===== config.mk =====
export PLATFORM = sky130hd
export DESIGN_NAME = euler_reaction_diffusion_step_1d
export DESIGN_NICKNAME = d
export VERILOG_FILES = /design/src/design/erd_pkg.sv /design/src/design/erd_job_queue.sv /design/src/design/erd_front.sv /design/src/design/erd_mul.sv /design/src/design/erd_back.sv /design/src/design/euler_reaction_diffusion_step_1d.sv
export SDC_FILE = /design/constraint.sdc
export NUM_CORES = 2
export LEC_CHECK = 0
export ABC_AREA = 1
export BUFFER_PORTS_ARGS = -buffer_cell sky130_fd_sc_hd__buf_2
export CAP_MARGIN = 10
export CORE_MARGIN = 5
export CORE_UTILIZATION = 50
export DETAILED_ROUTE_END_ITERATION = 8
export HOLD_SLACK_MARGIN = 0.08
export PLACE_DENSITY_LB_ADDON = 0.05
export RECOVER_POWER = 100
export SLEW_MARGIN = 20
export SYNTH_ARGS = -nofsm -noshare
export SYNTH_HDL_FRONTEND = slang
export SYNTH_SLANG_ARGS = --single-unit

===== constraint.sdc =====
create_clock -name clk -period 11.75 [get_ports clk]
set_input_delay 1.175 -clock clk [delete_from_list [all_inputs] [get_ports clk]]
set_output_delay 1.175 -clock clk [all_outputs]
set_load 0.03 [all_outputs]

===== src/design/erd_pkg.sv =====
// Shared types, constants and saturating arithmetic for the reaction-diffusion step.
// Depends on nothing; every other file of the block imports it.
package erd_pkg;

    // Number format: signed fixed point, Q8.24.
    localparam int WORD_BITS      = 32;
    localparam int FRAC_BITS      = 24;
    localparam int PROD_BITS      = 2 * WORD_BITS;
    localparam int CFG_BITS       = 32;
    localparam int CFG_INDEX_BITS = 2;

    typedef logic signed [WORD_BITS-1:0] word_t;

    localparam word_t WORD_MAX = {1'b0, {(WORD_BITS-1){1'b1}}};
    localparam word_t WORD_MIN = {1'b1, {(WORD_BITS-1){1'b0}}};
    localparam word_t FIX_ONE  = word_t'(64'd1 << FRAC_BITS);

    // Configuration register indexes.
    localparam logic [CFG_INDEX_BITS-1:0] REG_TIME_STEP        = 2'd0;
    localparam logic [CFG_INDEX_BITS-1:0] REG_DECAY_GAIN       = 2'd1;
    localparam logic [CFG_INDEX_BITS-1:0] REG_HISTORY_COUPLING = 2'd2;
    localparam logic [CFG_INDEX_BITS-1:0] REG_INV_DX_SQ        = 2'd3;

    // Configuration reset values.
    localparam word_t RST_TIME_STEP        = 32'sd1677722;
    localparam word_t RST_DECAY_GAIN       = -32'sd10569646;
    localparam word_t RST_HISTORY_COUPLING = 32'sd0;
    localparam word_t RST_INV_DX_SQ        = 32'sd4194304;

    // Configuration as seen by the datapath, every value already a word.
    typedef struct packed {
        word_t time_step;
        word_t decay_gain;
        word_t history_coupling;
        word_t inv_dx_sq;
    } cfg_t;

    // One site update: the three-site window plus history and row end.
    typedef struct packed {
        word_t left_density;
        word_t center_density;
        word_t center_history;
        word_t right_density;
        logic  last;
    } job_t;

    // Saturating add.
    function automatic word_t sat_add(input word_t a, input word_t b);
        logic signed [WORD_BITS:0] s;
        s = {a[WORD_BITS-1], a} + {b[WORD_BITS-1], b};
        if (s[WORD_BITS] != s[WORD_BITS-1])
            return s[WORD_BITS] ? WORD_MIN : WORD_MAX;
        return s[WORD_BITS-1:0];
    endfunction

    // Saturating subtract.
    function automatic word_t sat_sub(input word_t a, input word_t b);
        logic signed [WORD_BITS:0] s;
        s = {a[WORD_BITS-1], a} - {b[WORD_BITS-1], b};
        if (s[WORD_BITS] != s[WORD_BITS-1])
            return s[WORD_BITS] ? WORD_MIN : WORD_MAX;
        return s[WORD_BITS-1:0];
    endfunction

    // Floor of the exact mean of two words; it always fits in a word.
    function automatic word_t floor_mean(input word_t a, input word_t b);
        logic signed [WORD_BITS:0] s;
        s = {a[WORD_BITS-1], a} + {b[WORD_BITS-1], b};
        return s[WORD_BITS:1];
    endfunction

endpackage


===== src/design/erd_job_queue.sv =====
// Short first-in first-out queue of site-update jobs between front and back.
// Depends on erd_pkg for the job type.
module erd_job_queue
    import erd_pkg::*;
#(
    parameter int DEPTH = 4
)
(
    input  logic clk,
    input  logic rst_n,
    input  logic push_en,
    input  job_t push_job,
    output logic full,
    input  logic pop_en,
    output job_t head_job,
    output logic empty
);

    localparam int PTR_W = $clog2(DEPTH);
    localparam int CNT_W = $clog2(DEPTH + 1);

    job_t               store_reg [DEPTH];
    logic [PTR_W-1:0]   wr_ptr_reg, wr_ptr_next;
    logic [PTR_W-1:0]   rd_ptr_reg, rd_ptr_next;
    logic [CNT_W-1:0]   count_reg, count_next;

    assign full     = (count_reg == CNT_W'(DEPTH));
    assign empty    = (count_reg == '0);
    assign head_job = store_reg[rd_ptr_reg];

    // Pointer and fill count update.
    always_comb
    begin
        wr_ptr_next = wr_ptr_reg;
        rd_ptr_next = rd_ptr_reg;
        count_next  = count_reg;
        if (push_en)
        begin
            wr_ptr_next = (wr_ptr_reg == PTR_W'(DEPTH - 1)) ? '0 : wr_ptr_reg + 1'b1;
        end
        if (pop_en)
        begin
            rd_ptr_next = (rd_ptr_reg == PTR_W'(DEPTH - 1)) ? '0 : rd_ptr_reg + 1'b1;
        end
        if (push_en && !pop_en)
        begin
            count_next = count_reg + 1'b1;
        end
        else if (pop_en && !push_en)
        begin
            count_next = count_reg - 1'b1;
        end
    end

    always_ff @(posedge clk or negedge rst_n)
    begin
        if (!rst_n)
        begin
            wr_ptr_reg <= '0;
            rd_ptr_reg <= '0;
            count_reg  <= '0;
        end
        else
        begin
            wr_ptr_reg <= wr_ptr_next;
            rd_ptr_reg <= rd_ptr_next;
            count_reg  <= count_next;
        end
    end

    // Entry storage; payload needs no reset.
    always_ff @(posedge clk)
    begin
        if (push_en)
        begin
            store_reg[wr_ptr_reg] <= push_job;
        end
    end

endmodule


===== src/design/erd_front.sv =====
// Front end: accepts sites, keeps the three-site window and issues update jobs.
// Depends on erd_pkg for the word and job types.
module erd_front
    import erd_pkg::*;
(
    input  logic  clk,
    input  logic  rst_n,
    input  logic  push,
    output logic  full,
    input  word_t site_density,
    input  word_t site_history,
    input  logic  last_site,
    input  logic  q_full,
    output logic  q_push,
    output job_t  q_job
);

    word_t left_reg,    left_next;
    word_t center_reg,  center_next;
    word_t history_reg, history_next;
    logic  held_reg,    held_next;
    logic  pend_valid_reg, pend_valid_next;
    job_t  pend_job_reg,   pend_job_next;

    job_t  held_job;
    job_t  last_job;
    logic  accept;

    // A pending second job blocks new sites until it is queued.
    assign full   = q_full || pend_valid_reg;
    assign accept = push && !full;

    // Job for the held site, whose right neighbour is the new site.
    assign held_job = '{left_density:   left_reg,
                        center_density: center_reg,
                        center_history: history_reg,
                        right_density:  site_density,
                        last:           1'b0};

    // Job for a last site, whose right neighbour is beyond the row end.
    assign last_job = '{left_density:   held_reg ? center_reg : '0,
                        center_density: site_density,
                        center_history: site_history,
                        right_density:  '0,
                        last:           1'b1};

    // Window update and job issue.
    always_comb
    begin
        left_next       = left_reg;
        center_next     = center_reg;
        history_next    = history_reg;
        held_next       = held_reg;
        pend_valid_next = pend_valid_reg;
        pend_job_next   = pend_job_reg;
        q_push          = 1'b0;
        q_job           = pend_job_reg;

        if (pend_valid_reg && !q_full)
        begin
            q_push          = 1'b1;
            pend_valid_next = 1'b0;
        end

        if (accept)
        begin
            if (held_reg)
            begin
                q_push = 1'b1;
                q_job  = held_job;
                if (last_site)
                begin
                    pend_valid_next = 1'b1;
                    pend_job_next   = last_job;
                end
            end
            else if (last_site)
            begin
                q_push = 1'b1;
                q_job  = last_job;
            end

            if (last_site)
            begin
                left_next    = '0;
                center_next  = '0;
                history_next = '0;
                held_next    = 1'b0;
            end
            else
            begin
                left_next    = held_reg ? center_reg : '0;
                center_next  = site_density;
                history_next = site_history;
                held_next    = 1'b1;
            end
        end
    end

    always_ff @(posedge clk or negedge rst_n)
    begin
        if (!rst_n)
        begin
            left_reg       <= '0;
            center_reg     <= '0;
            history_reg    <= '0;
            held_reg       <= 1'b0;
            pend_valid_reg <= 1'b0;
        end
        else
        begin
            left_reg       <= left_next;
            center_reg     <= center_next;
            history_reg    <= history_next;
            held_reg       <= held_next;
            pend_valid_reg <= pend_valid_next;
        end
    end

    always_ff @(posedge clk)
    begin
        pend_job_reg <= pend_job_next;
    end

endmodule


===== src/design/erd_mul.sv =====
// Shared fixed-point multiplier: two-stage, floors toward minus infinity, saturates.
// Depends on erd_pkg for the word type and format constants.
module erd_mul
    import erd_pkg::*;
(
    input  logic  clk,
    input  word_t op_a,
    input  word_t op_b,
    output word_t product
);

    localparam int Q_BITS = PROD_BITS - FRAC_BITS + 1;

    logic [WORD_BITS-1:0] ua, ub, mag_a, mag_b;
    logic [PROD_BITS-1:0] prod_reg, prod_next;
    logic                 neg_reg, neg_next;
    logic [Q_BITS-1:0]    quot;
    logic                 inexact;
    word_t                res_reg, res_next;

    // First stage: magnitude product and sign.
    always_comb
    begin
        ua        = op_a;
        ub        = op_b;
        mag_a     = ua[WORD_BITS-1] ? (~ua + {{(WORD_BITS-1){1'b0}}, 1'b1}) : ua;
        mag_b     = ub[WORD_BITS-1] ? (~ub + {{(WORD_BITS-1){1'b0}}, 1'b1}) : ub;
        prod_next = mag_a * mag_b;
        neg_next  = ua[WORD_BITS-1] ^ ub[WORD_BITS-1];
    end

    // Second stage: drop fraction bits, round a negative result down, saturate.
    always_comb
    begin
        inexact = |prod_reg[FRAC_BITS-1:0];
        quot    = {1'b0, prod_reg[PROD_BITS-1:FRAC_BITS]}
                  + Q_BITS'(neg_reg && inexact);
        if (!neg_reg)
        begin
            if (|quot[Q_BITS-1:WORD_BITS-1])
                res_next = WORD_MAX;
            else
                res_next = quot[WORD_BITS-1:0];
        end
        else
        begin
            if ((|quot[Q_BITS-1:WORD_BITS]) ||
                (quot[WORD_BITS-1] && (|quot[WORD_BITS-2:0])))
                res_next = WORD_MIN;
            else
                res_next = word_t'(~quot[WORD_BITS-1:0]) + word_t'(1);
        end
    end

    always_ff @(posedge clk)
    begin
        prod_reg <= prod_next;
        neg_reg  <= neg_next;
        res_reg  <= res_next;
    end

    assign product = res_reg;

endmodule


===== src/design/erd_back.sv =====
// Back end: sequences one site update through the shared multiplier and holds the result.
// Depends on erd_pkg and erd_mul.
module erd_back
    import erd_pkg::*;
(
    input  logic  clk,
    input  logic  rst_n,
    input  cfg_t  cfg,
    input  logic  job_empty,
    input  job_t  job,
    output logic  job_pop,
    output logic  empty,
    input  logic  pop,
    output word_t new_density,
    output word_t new_history,
    output logic  last_out
);

    // Sequencer steps; a product is used once it has passed both multiplier registers.
    localparam logic [4:0] ST_IDLE      = 5'd0;
    localparam logic [4:0] ST_BH        = 5'd1;
    localparam logic [4:0] ST_LAP       = 5'd2;
    localparam logic [4:0] ST_DIFF      = 5'd3;
    localparam logic [4:0] ST_GAIN      = 5'd4;
    localparam logic [4:0] ST_SQ        = 5'd5;
    localparam logic [4:0] ST_GROW_PREP = 5'd6;
    localparam logic [4:0] ST_GROW      = 5'd7;
    localparam logic [4:0] ST_GROW_WAIT = 5'd8;
    localparam logic [4:0] ST_DP_SUM    = 5'd9;
    localparam logic [4:0] ST_DP_SUB    = 5'd10;
    localparam logic [4:0] ST_DT        = 5'd11;
    localparam logic [4:0] ST_DT_WAIT   = 5'd12;
    localparam logic [4:0] ST_NP        = 5'd13;
    localparam logic [4:0] ST_AVG       = 5'd14;
    localparam logic [4:0] ST_HIST      = 5'd15;
    localparam logic [4:0] ST_HIST_WAIT = 5'd16;
    localparam logic [4:0] ST_DONE      = 5'd17;

    logic [4:0] state_reg, state_next;
    job_t       job_reg,   job_next;
    word_t      x_reg, x_next;
    word_t      y_reg, y_next;
    word_t      z_reg, z_next;
    logic       out_valid_reg, out_valid_next;
    word_t      out_density_reg, out_density_next;
    word_t      out_history_reg, out_history_next;
    logic       out_last_reg, out_last_next;

    word_t      mul_a, mul_b, prod;
    logic       out_free;

    erd_mul u_mul (
        .clk     (clk),
        .op_a    (mul_a),
        .op_b    (mul_b),
        .product (prod)
    );

    assign out_free = !out_valid_reg || pop;
    assign job_pop  = (state_reg == ST_IDLE) && !job_empty;

    // Multiplier operands per step; the last pair is held while the result stalls.
    always_comb
    begin
        unique case (state_reg)
            ST_BH:
            begin
                mul_a = cfg.history_coupling;
                mul_b = job_reg.center_history;
            end
            ST_DIFF:
            begin
                mul_a = x_reg;
                mul_b = cfg.inv_dx_sq;
            end
            ST_GAIN:
            begin
                mul_a = cfg.decay_gain;
                mul_b = y_reg;
            end
            ST_SQ:
            begin
                mul_a = job_reg.center_density;
                mul_b = job_reg.center_density;
            end
            ST_GROW:
            begin
                mul_a = y_reg;
                mul_b = job_reg.center_density;
            end
            ST_DT:
            begin
                mul_a = cfg.time_step;
                mul_b = x_reg;
            end
            default:
            begin
                mul_a = y_reg;
                mul_b = cfg.time_step;
            end
        endcase
    end

    // Sequencer and datapath.
    always_comb
    begin
        state_next       = state_reg;
        job_next         = job_reg;
        x_next           = x_reg;
        y_next           = y_reg;
        z_next           = z_reg;
        out_valid_next   = out_valid_reg && !pop;
        out_density_next = out_density_reg;
        out_history_next = out_history_reg;
        out_last_next    = out_last_reg;

        unique case (state_reg)
            ST_IDLE:
            begin
                if (!job_empty)
                begin
                    job_next   = job;
                    state_next = ST_BH;
                end
            end
            ST_BH:
            begin
                x_next     = sat_add(job_reg.left_density, job_reg.right_density);
                y_next     = sat_add(job_reg.center_density, job_reg.center_density);
                state_next = ST_LAP;
            end
            ST_LAP:
            begin
                // Laplacian of the window.
                x_next     = sat_sub(x_reg, y_reg);
                state_next = ST_DIFF;
            end
            ST_DIFF:
            begin
                // 1 + b*h
                y_next     = sat_add(FIX_ONE, prod);
                state_next = ST_GAIN;
            end
            ST_GAIN:
            begin
                state_next = ST_SQ;
            end
            ST_SQ:
            begin
                // Diffusion term.
                x_next     = prod;
                state_next = ST_GROW_PREP;
            end
            ST_GROW_PREP:
            begin
                // 1 - G*(1 + b*h)
                y_next     = sat_sub(FIX_ONE, prod);
                state_next = ST_GROW;
            end
            ST_GROW:
            begin
                // Twice the square of the density.
                z_next     = sat_add(prod, prod);
                state_next = ST_GROW_WAIT;
            end
            ST_GROW_WAIT:
            begin
                state_next = ST_DP_SUM;
            end
            ST_DP_SUM:
            begin
                x_next     = sat_add(x_reg, prod);
                state_next = ST_DP_SUB;
            end
            ST_DP_SUB:
            begin
                x_next     = sat_sub(x_reg, z_reg);
                state_next = ST_DT;
            end
            ST_DT:
            begin
                state_next = ST_DT_WAIT;
            end
            ST_DT_WAIT:
            begin
                state_next = ST_NP;
            end
            ST_NP:
            begin
                // New density.
                x_next     = sat_add(job_reg.center_density, prod);
                state_next = ST_AVG;
            end
            ST_AVG:
            begin
                y_next     = floor_mean(job_reg.center_density, x_reg);
                state_next = ST_HIST;
            end
            ST_HIST:
            begin
                state_next = ST_HIST_WAIT;
            end
            ST_HIST_WAIT:
            begin
                state_next = ST_DONE;
            end
            ST_DONE:
            begin
                // Hand the result over once the output register is free.
                if (out_free)
                begin
                    out_valid_next   = 1'b1;
                    out_density_next = x_reg;
                    out_history_next = sat_add(job_reg.center_history, prod);
                    out_last_next    = job_reg.last;
                    state_next       = ST_IDLE;
                end
            end
            default:
            begin
                state_next = ST_IDLE;
            end
        endcase
    end

    always_ff @(posedge clk or negedge rst_n)
    begin
        if (!rst_n)
        begin
            state_reg     <= ST_IDLE;
            out_valid_reg <= 1'b0;
        end
        else
        begin
            state_reg     <= state_next;
            out_valid_reg <= out_valid_next;
        end
    end

    always_ff @(posedge clk)
    begin
        job_reg         <= job_next;
        x_reg           <= x_next;
        y_reg           <= y_next;
        z_reg           <= z_next;
        out_density_reg <= out_density_next;
        out_history_reg <= out_history_next;
        out_last_reg    <= out_last_next;
    end

    assign empty       = !out_valid_reg;
    assign new_density = out_density_reg;
    assign new_history = out_history_reg;
    assign last_out    = out_last_reg;

endmodule


===== src/design/euler_reaction_diffusion_step_1d.sv =====
// Top level of the streaming explicit Euler reaction-diffusion step.
// Depends on erd_pkg, erd_front, erd_job_queue and erd_back.
//
//  Channel   Handshake              Payload
//  sites     push / full            site_density, site_history, last_site
//  results   empty / pop            new_density, new_history, last_out
//  config    cfg_write              cfg_index, cfg_data
//
// The back end works out each result through the seven products that share
// one two-stage multiplier, and takes no new job until the last is handed over.
// Sites are taken while the job queue has room; a last site that follows a
// held site makes two jobs and blocks the input until the second is queued.
// A result waits in the output register while the back end starts the next job.
// Reset clears the window, the queue and the output; no clearing pass is needed.
module euler_reaction_diffusion_step_1d
    import erd_pkg::*;
#(
    parameter int QUEUE_DEPTH = 4
)
(
    input  logic                      clk,
    input  logic                      rst_n,
    input  logic                      push,
    output logic                      full,
    input  word_t                     site_density,
    input  word_t                     site_history,
    input  logic                      last_site,
    output logic                      empty,
    input  logic                      pop,
    output word_t                     new_density,
    output word_t                     new_history,
    output logic                      last_out,
    input  logic                      cfg_write,
    input  logic [CFG_INDEX_BITS-1:0] cfg_index,
    input  logic [CFG_BITS-1:0]       cfg_data
);

    cfg_t cfg_reg, cfg_next;
    logic q_full, q_push, q_empty, q_pop;
    job_t q_job, q_head;

    // Configuration registers; unsigned ones keep their low 31 bits.
    always_comb
    begin
        cfg_next = cfg_reg;
        if (cfg_write)
        begin
            unique case (cfg_index)
                REG_TIME_STEP:        cfg_next.time_step        = {1'b0, cfg_data[30:0]};
                REG_DECAY_GAIN:       cfg_next.decay_gain       = cfg_data;
                REG_HISTORY_COUPLING: cfg_next.history_coupling = cfg_data;
                REG_INV_DX_SQ:        cfg_next.inv_dx_sq        = {1'b0, cfg_data[30:0]};
                default:              cfg_next = cfg_reg;
            endcase
        end
    end

    always_ff @(posedge clk or negedge rst_n)
    begin
        if (!rst_n)
        begin
            cfg_reg.time_step        <= RST_TIME_STEP;
            cfg_reg.decay_gain       <= RST_DECAY_GAIN;
            cfg_reg.history_coupling <= RST_HISTORY_COUPLING;
            cfg_reg.inv_dx_sq        <= RST_INV_DX_SQ;
        end
        else
        begin
            cfg_reg <= cfg_next;
        end
    end

    erd_front u_front (
        .clk          (clk),
        .rst_n        (rst_n),
        .push         (push),
        .full         (full),
        .site_density (site_density),
        .site_history (site_history),
        .last_site    (last_site),
        .q_full       (q_full),
        .q_push       (q_push),
        .q_job        (q_job)
    );

    erd_job_queue #(
        .DEPTH (QUEUE_DEPTH)
    ) u_queue (
        .clk      (clk),
        .rst_n    (rst_n),
        .push_en  (q_push),
        .push_job (q_job),
        .full     (q_full),
        .pop_en   (q_pop),
        .head_job (q_head),
        .empty    (q_empty)
    );

    erd_back u_back (
        .clk         (clk),
        .rst_n       (rst_n),
        .cfg         (cfg_reg),
        .job_empty   (q_empty),
        .job         (q_head),
        .job_pop     (q_pop),
        .empty       (empty),
        .pop         (pop),
        .new_density (new_density),
        .new_history (new_history),
        .last_out    (last_out)
    );

endmodule


## Word level (Yosys, flattened, before mapping)

Memories as Yosys holds them, arrays and structs flattened. A register that Yosys moved wholly into a read port is not among the register bits.
Cells that the tools add are included.
Widths: inputs -> output; s select.

| word-level totals | value |
|---|---|
| output and inout bits | 67 |
| word-level logic and storage cells | 213 |
| flip-flop bits (word level) | 624 |
| memories kept | 1 |
| RAM bits | 516 |

Memory list:

| memory | depth | bits a word | read ports | clocked after Yosys merged registers in | write ports | line | RTL |
|---|---|---|---|---|---|---|---|
| u_queue.store_reg | 4 | 129 | 1 | 1 | 1 | erd_job_queue.sv:22 | `job_t store_reg [DEPTH];` |

| cells by class | value |
|---|---|
| multipliers | 1 |
| reductions and logical operators | 37 |
| bitwise logic cells | 5 |
| eq/ne operators | 35 |
| add/sub/neg operators | 19 |
| muxes and demuxes | 87 |

Operators with widths:

| cell | count |
|---|---|
| $mux 32 | 39 |
| $mux 129 | 3 |
| $pmux 32 s5 | 2 |
| $add 32x32->33 | 7 |
| $pmux 32 s6 | 1 |
| $pmux 32 s4 | 1 |
| $not 32->32 | 3 |
| $pmux 5 s18 | 1 |
| $sub 32x32->33 | 2 |
| $add 32x1->32 const B | 2 |
| $mul 32x32->64 | 1 |
| $add 40x1->41 | 1 |
| $eq 5x4->1 const B | 8 |
| $mux 1 | 34 |
| $add 26x32->33 const A | 1 |
| $sub 26x32->33 const A | 1 |
| $add 32x2->32 const B | 1 |
| $reduce_or 31->1 | 1 |
| $reduce_or 24->1 | 1 |
| $eq 5x3->1 const B | 4 |
| $reduce_and 2->1 | 8 |
| $eq 5x2->1 const B | 2 |
| $eq 5x5->1 const B | 2 |
| $mux 5 | 2 |
| 26 further kinds | 56 |

## Logic depth before layout (Yosys ltp)

| depth | value |
|---|---|
| depth after elaboration | 11 |
| mapped depth | 52 |
| mapped depth without buffers | 47 |

## By module

From an unflattened synthesis, not the netlist that was laid out.

| unflattened totals | value |
|---|---|
| cell total of the unflattened synthesis | 13599 |
| area total of the unflattened synthesis | 109342.4 µm² |

By module, submodules not included:

| module | cells each | instances | area each (µm²) |
|---|---|---|---|
| erd_mul | 5176 | 1 | 39839.5 |
| erd_back | 4568 | 1 | 30664.4 |
| erd_job_queue | 1557 | 1 | 21132.8 |
| erd_front | 1737 | 1 | 12548.3 |
| euler_reaction_diffusion_step_1d | 561 | 1 | 5157.4 |

## Least setup slack after synthesis

No wires, ideal clock.

| timing path | value |
|---|---|
| kind | input -> register |
| start | input push |
| end | memory u_queue.store_reg[0][0] in the netlist's numbering (enable) |
| path slack | 1111 ps |
| setup time | 482 ps |
| arrival time | 10157 ps |
| buffers on the path | 0 |
| cell stages on the path | 6 |
| required time | 11268 ps |
| path through | nand2_1 > nor2_1 > inv_1 > o211ai_1 > nand2_1 > inv_1 |

| between the ends | value |
|---|---|
| word-level cells in the longest chain between the ends | 4 |

Ends and longest elaborated chain:

| item | line | RTL |
|---|---|---|
| start: declaration | euler_reaction_diffusion_step_1d.sv:23 | `input logic push,` |
| $logic_and 1x1->1 | erd_front.sv:31 | `assign accept = push && !full;` |
| $mux 1 | erd_front.sv:65 | `if (accept)` |
| named net q_push | euler_reaction_diffusion_step_1d.sv:39 | `logic q_full, q_push, q_empty, q_pop;` |
| $mux 1 | erd_job_queue.sv:74 | `if (push_en)` |
| $mux 1 (implied by the code) | erd_job_queue.sv:76 | `store_reg[wr_ptr_reg] <= push_job;` |
| end: declaration | erd_job_queue.sv:22 |  |

The timed path passes the listed nets, and every way through them passes these cells.

## Worst setup path in the final report

| timing path | value |
|---|---|
| start | register u_back.state_reg[4] |
| end | register u_back.u_mul.prod_reg[41] |

| between the ends | value |
|---|---|
| word-level cells in the longest chain between the ends | 7 |
| elaborated cells between the ends (all ways) | 16 |
| those cells by class | add/sub (2); mul (1); eq/ne (6); mux (4); bitwise (2); reduce/logical (1) |

Ends and longest elaborated chain:

| item | line | RTL |
|---|---|---|
| start: declaration | erd_back.sv:39 | `logic [4:0] state_reg, state_next;` |
| start signal: assignment | erd_back.sv:235 | `state_reg <= state_next;` |
| $eq 5x3->1 (on tied branches) | n/a |  |
| $reduce_or 2->1 (no line) | n/a |  |
| $pmux 32 s5 | erd_back.sv:65 | `unique case (state_reg)` |
| $not 32->32 | erd_mul.sv:27 | `mag_b = ub[WORD_BITS-1] ? (~ub + {{(WORD_BITS-1){1'b0}}, 1'b1}) : ub;` |
| $add 32x1->32 | erd_mul.sv:27 |  |
| $mux 32 | erd_mul.sv:27 |  |
| $mul 32x32->64 * | erd_mul.sv:28 | `prod_next = mag_a * mag_b;` |
| named net u_back.u_mul.prod_next[41] | erd_mul.sv:15 | `logic [PROD_BITS-1:0] prod_reg, prod_next;` |
| end signal: assignment | erd_mul.sv:57 | `prod_reg <= prod_next;` |
| end: declaration | erd_mul.sv:15 |  |

Mark *: on every way through the listed nets, which the timed path passes. The rest lies on a longest branch.
A chain may end at the register's enable or synchronous reset.

==> flow_metrics.tcl <==
set metrics [dict create \
    max_freq_mhz 90.35 \
    startpoint_type "flip-flop" \
    status "finished with violations" \
    final_cell_mix "2894 x nand2_1, 1755 x inv_1, 1504 x nor2_1" \
    drtIter0Drc 9831 \
    final_common_cell "nand2_1" \
    synth_cell_types 65 \
    worst_hold_slack_ns 0.4842 \
    htree_levels 4 \
    dieWidth_um 467.6 \
    dpl-instance-area_um2 109200 \
    slew_viol_final 2059 \
    grt-ovfl-total 0 \
    setup_tns_ns 0 \
    crit_path_end_kind "flip-flop" \
    yosysSeqAreaShare 0.3437 \
    violations "max-capacitance violations, max-slew violations" \
    core_area_um2 208900 \
    postLayoutCellArea_um2 113700 \
    hold_class "reg2reg" \
    min_period_ns 11.07 \
    ys_warn_count 0 \
    cp.required_ns 12.44 \
    place_congestion 1.099 \
    start_util 0.5012 \
    routed_wl_mm 441.5 \
    grt_pass1_vias 90660 \
    path_max_fanout 25 \
    hpwlAfterDp_mm 348.5 \
    async_flop_share 0.1868 \
    post_cts_resized 0 \
    postSynthAreaPerCell_um2 8.297 \
    rsz0062_at_grt "no" \
    cpPeakStageDelay_ns 0.74 \
    worstSetupPathType "reg2reg" \
    io_buffers 170 \
    rrSetupSlack_ns 0.68 \
    dieArea_um2 218700 \
    area_delta_synth_final_pct 8.551 \
    slew-limit-headroom -3.121 \
    ios 171 \
    finalSetupViolations 0 \
    drv_cap 32 \
    utilization 0.5440 \
    fill_cells 19680 \
    drive_gt1_frac 0.05838 \
    largest_reg_flops 516 \
    grtUsageTotal 0.3992 \
    grt_max_degree 165 \
    synth_edf_count 935 \
    insertion_delay_ns 0.82 \
    first_pass_iters 6 \
    cts_buffers 143 \
    cts.sinks 1269 \
    synth_ff_type "edfxtp_1" \
    finClkSkew_ns 0.05506 \
    ys_seq_elements 1269 \
    syn_inst 12620 \
    post_drt_wl_per_cell_um 28.25 \
    dieHeight_um 467.6 \
    drcViolationCount 0 \
    cts_tree "built" \
    cts_root_buffer "clkbuf_16" \
    cpMaxStageDelayCell "clkbuf_1" \
    final_nets 14210 \
    critical_path_arrival_ns 11.75 \
    finalHoldViolations 0 \
    drtAntennaViolNets 0 \
    synth_nets 14140 \
    crit_path_frequent_cell "inv_1" \
    postCtsHoldBufs 0 \
    antenna_found_initial 29 \
    finalCritPeriodShare 0.9420 \
    vias_per_cell 5.907 \
    grt_pass1_wl_mm 629.1 \
    path_clk_slew_ns 0.06 \
    tightest_slew_ns 6.182 \
    syn_area_um2 104700 \
    rows 168 \
    postCtsSetupRepairBufs 0 \
    clk_path_buf_depth 3 \
    vias 92330 \
]
-- metrics by stage --
| stage | cells | setup slack (ns) |
|---|---|---|
| finish | 15630 | 0.6816 |
| global route | 15620 | 0.2057 |
| CTS | 15620 | 0.9917 |
| detailed placement | 15350 | 0.9705 |
| global placement | 15350 | 0.9473 |
| floorplan | 12620 | 1.111 |
-- metal layers --
layer  global-route usage  wire [µm]  up-vias
li1                     -          -    40780
met1               0.4925     163200    45020
met2               0.6176     193800     5106
met3              0.09078      43110     1396
met4               0.2914      41170       22
met5                    0        154        -
-- worst max-delay path, delay by kind of cell (launching register included) --
kind / cells / cell delay, ns
AO/OA/AOI/OAI: 2 / 0.48
adder cells (fa/ha/maj): 9 / 4.57
buffers and inverters: 9 / 1.90
AND/OR/NAND/NOR: 17 / 3.12
flip-flops: 1 / 0.46
XOR/XNOR: 1 / 0.36
-- layout make-up --
class,count,area [µm²],share of cell area
diodes,14,35.03,0.0003082
repair buffers,438,2696,0.02372
flip-flops and latches,1269,35990,0.3167
clock buffers,186,3891,0.03423
inverters,1800,6771,0.05957
multi-input cells,9039,59840,0.5264
well taps,2805,3510,0.03088
clock inverters,80,932.1,0.008201
-- synthesized netlist by cell type (all sizes together) (2+ instances only) --
cell type,number,area share
a211oi,4,0.00029
and2,5,0.00030
nor3b,7,0.00061
a31oi,19,0.0011
fa,904,0.17
o22ai,133,0.0079
o21ai,1186,0.057
nor3,99,0.0048
nand3,504,0.025
inv,1797,0.064
a22oi,2,0.00014
o2111ai,5,0.00042
o21bai,31,0.0022
nand3b,34,0.0024
xnor2,126,0.011
dfstp,32,0.0080
a21o,39,0.0028
a21oi,458,0.022
buf,196,0.010
clkbuf,317,0.011
nand2,2924,0.11
o211ai,89,0.0064
clkinv,3,0.00011
dfxtp,97,0.019
o21a,26,0.0019
nor2,1547,0.057
a221oi,8,0.00073
a21boi,46,0.0033
xor2,180,0.015
nor4,24,0.0014
and3,2,0.00012
ha,508,0.061
nand4,101,0.0062
dfrtp,205,0.049
or2,19,0.0011
edfxtp,935,0.27
-- path summary, 6_finish.rpt --
check | to | cells after the start | start
hold / removal | u_front.left_reg[31] | 2 | u_front.left_reg[31]
hold reg to reg | u_front.left_reg[31] | 2 | u_front.left_reg[31]
max in group asynchronous | u_front.center_reg[8] | 3 | rst_n
setup reg to reg | u_back.u_mul.prod_reg[41] | 38 | u_back.state_reg[4]
min in group asynchronous | u_back.out_valid_reg | 1 | rst_n
setup / recovery | u_back.u_mul.prod_reg[41] | 38 | u_back.state_reg[4]
-- logic make-up after synthesis --
group,Yosys count,share of synthesized area
fa+ha+maj,1412,0.2335
flops,1269,0.3437
mux,1,0.0001075
buf+inv,2313,0.08595
xor+xnor,306,0.02588
simple gates,5267,0.2044
compound gates,2053,0.1065
Power is not shown: default switching activity piles up to over one toggle a cycle in this logic, so the estimate is an artifact.
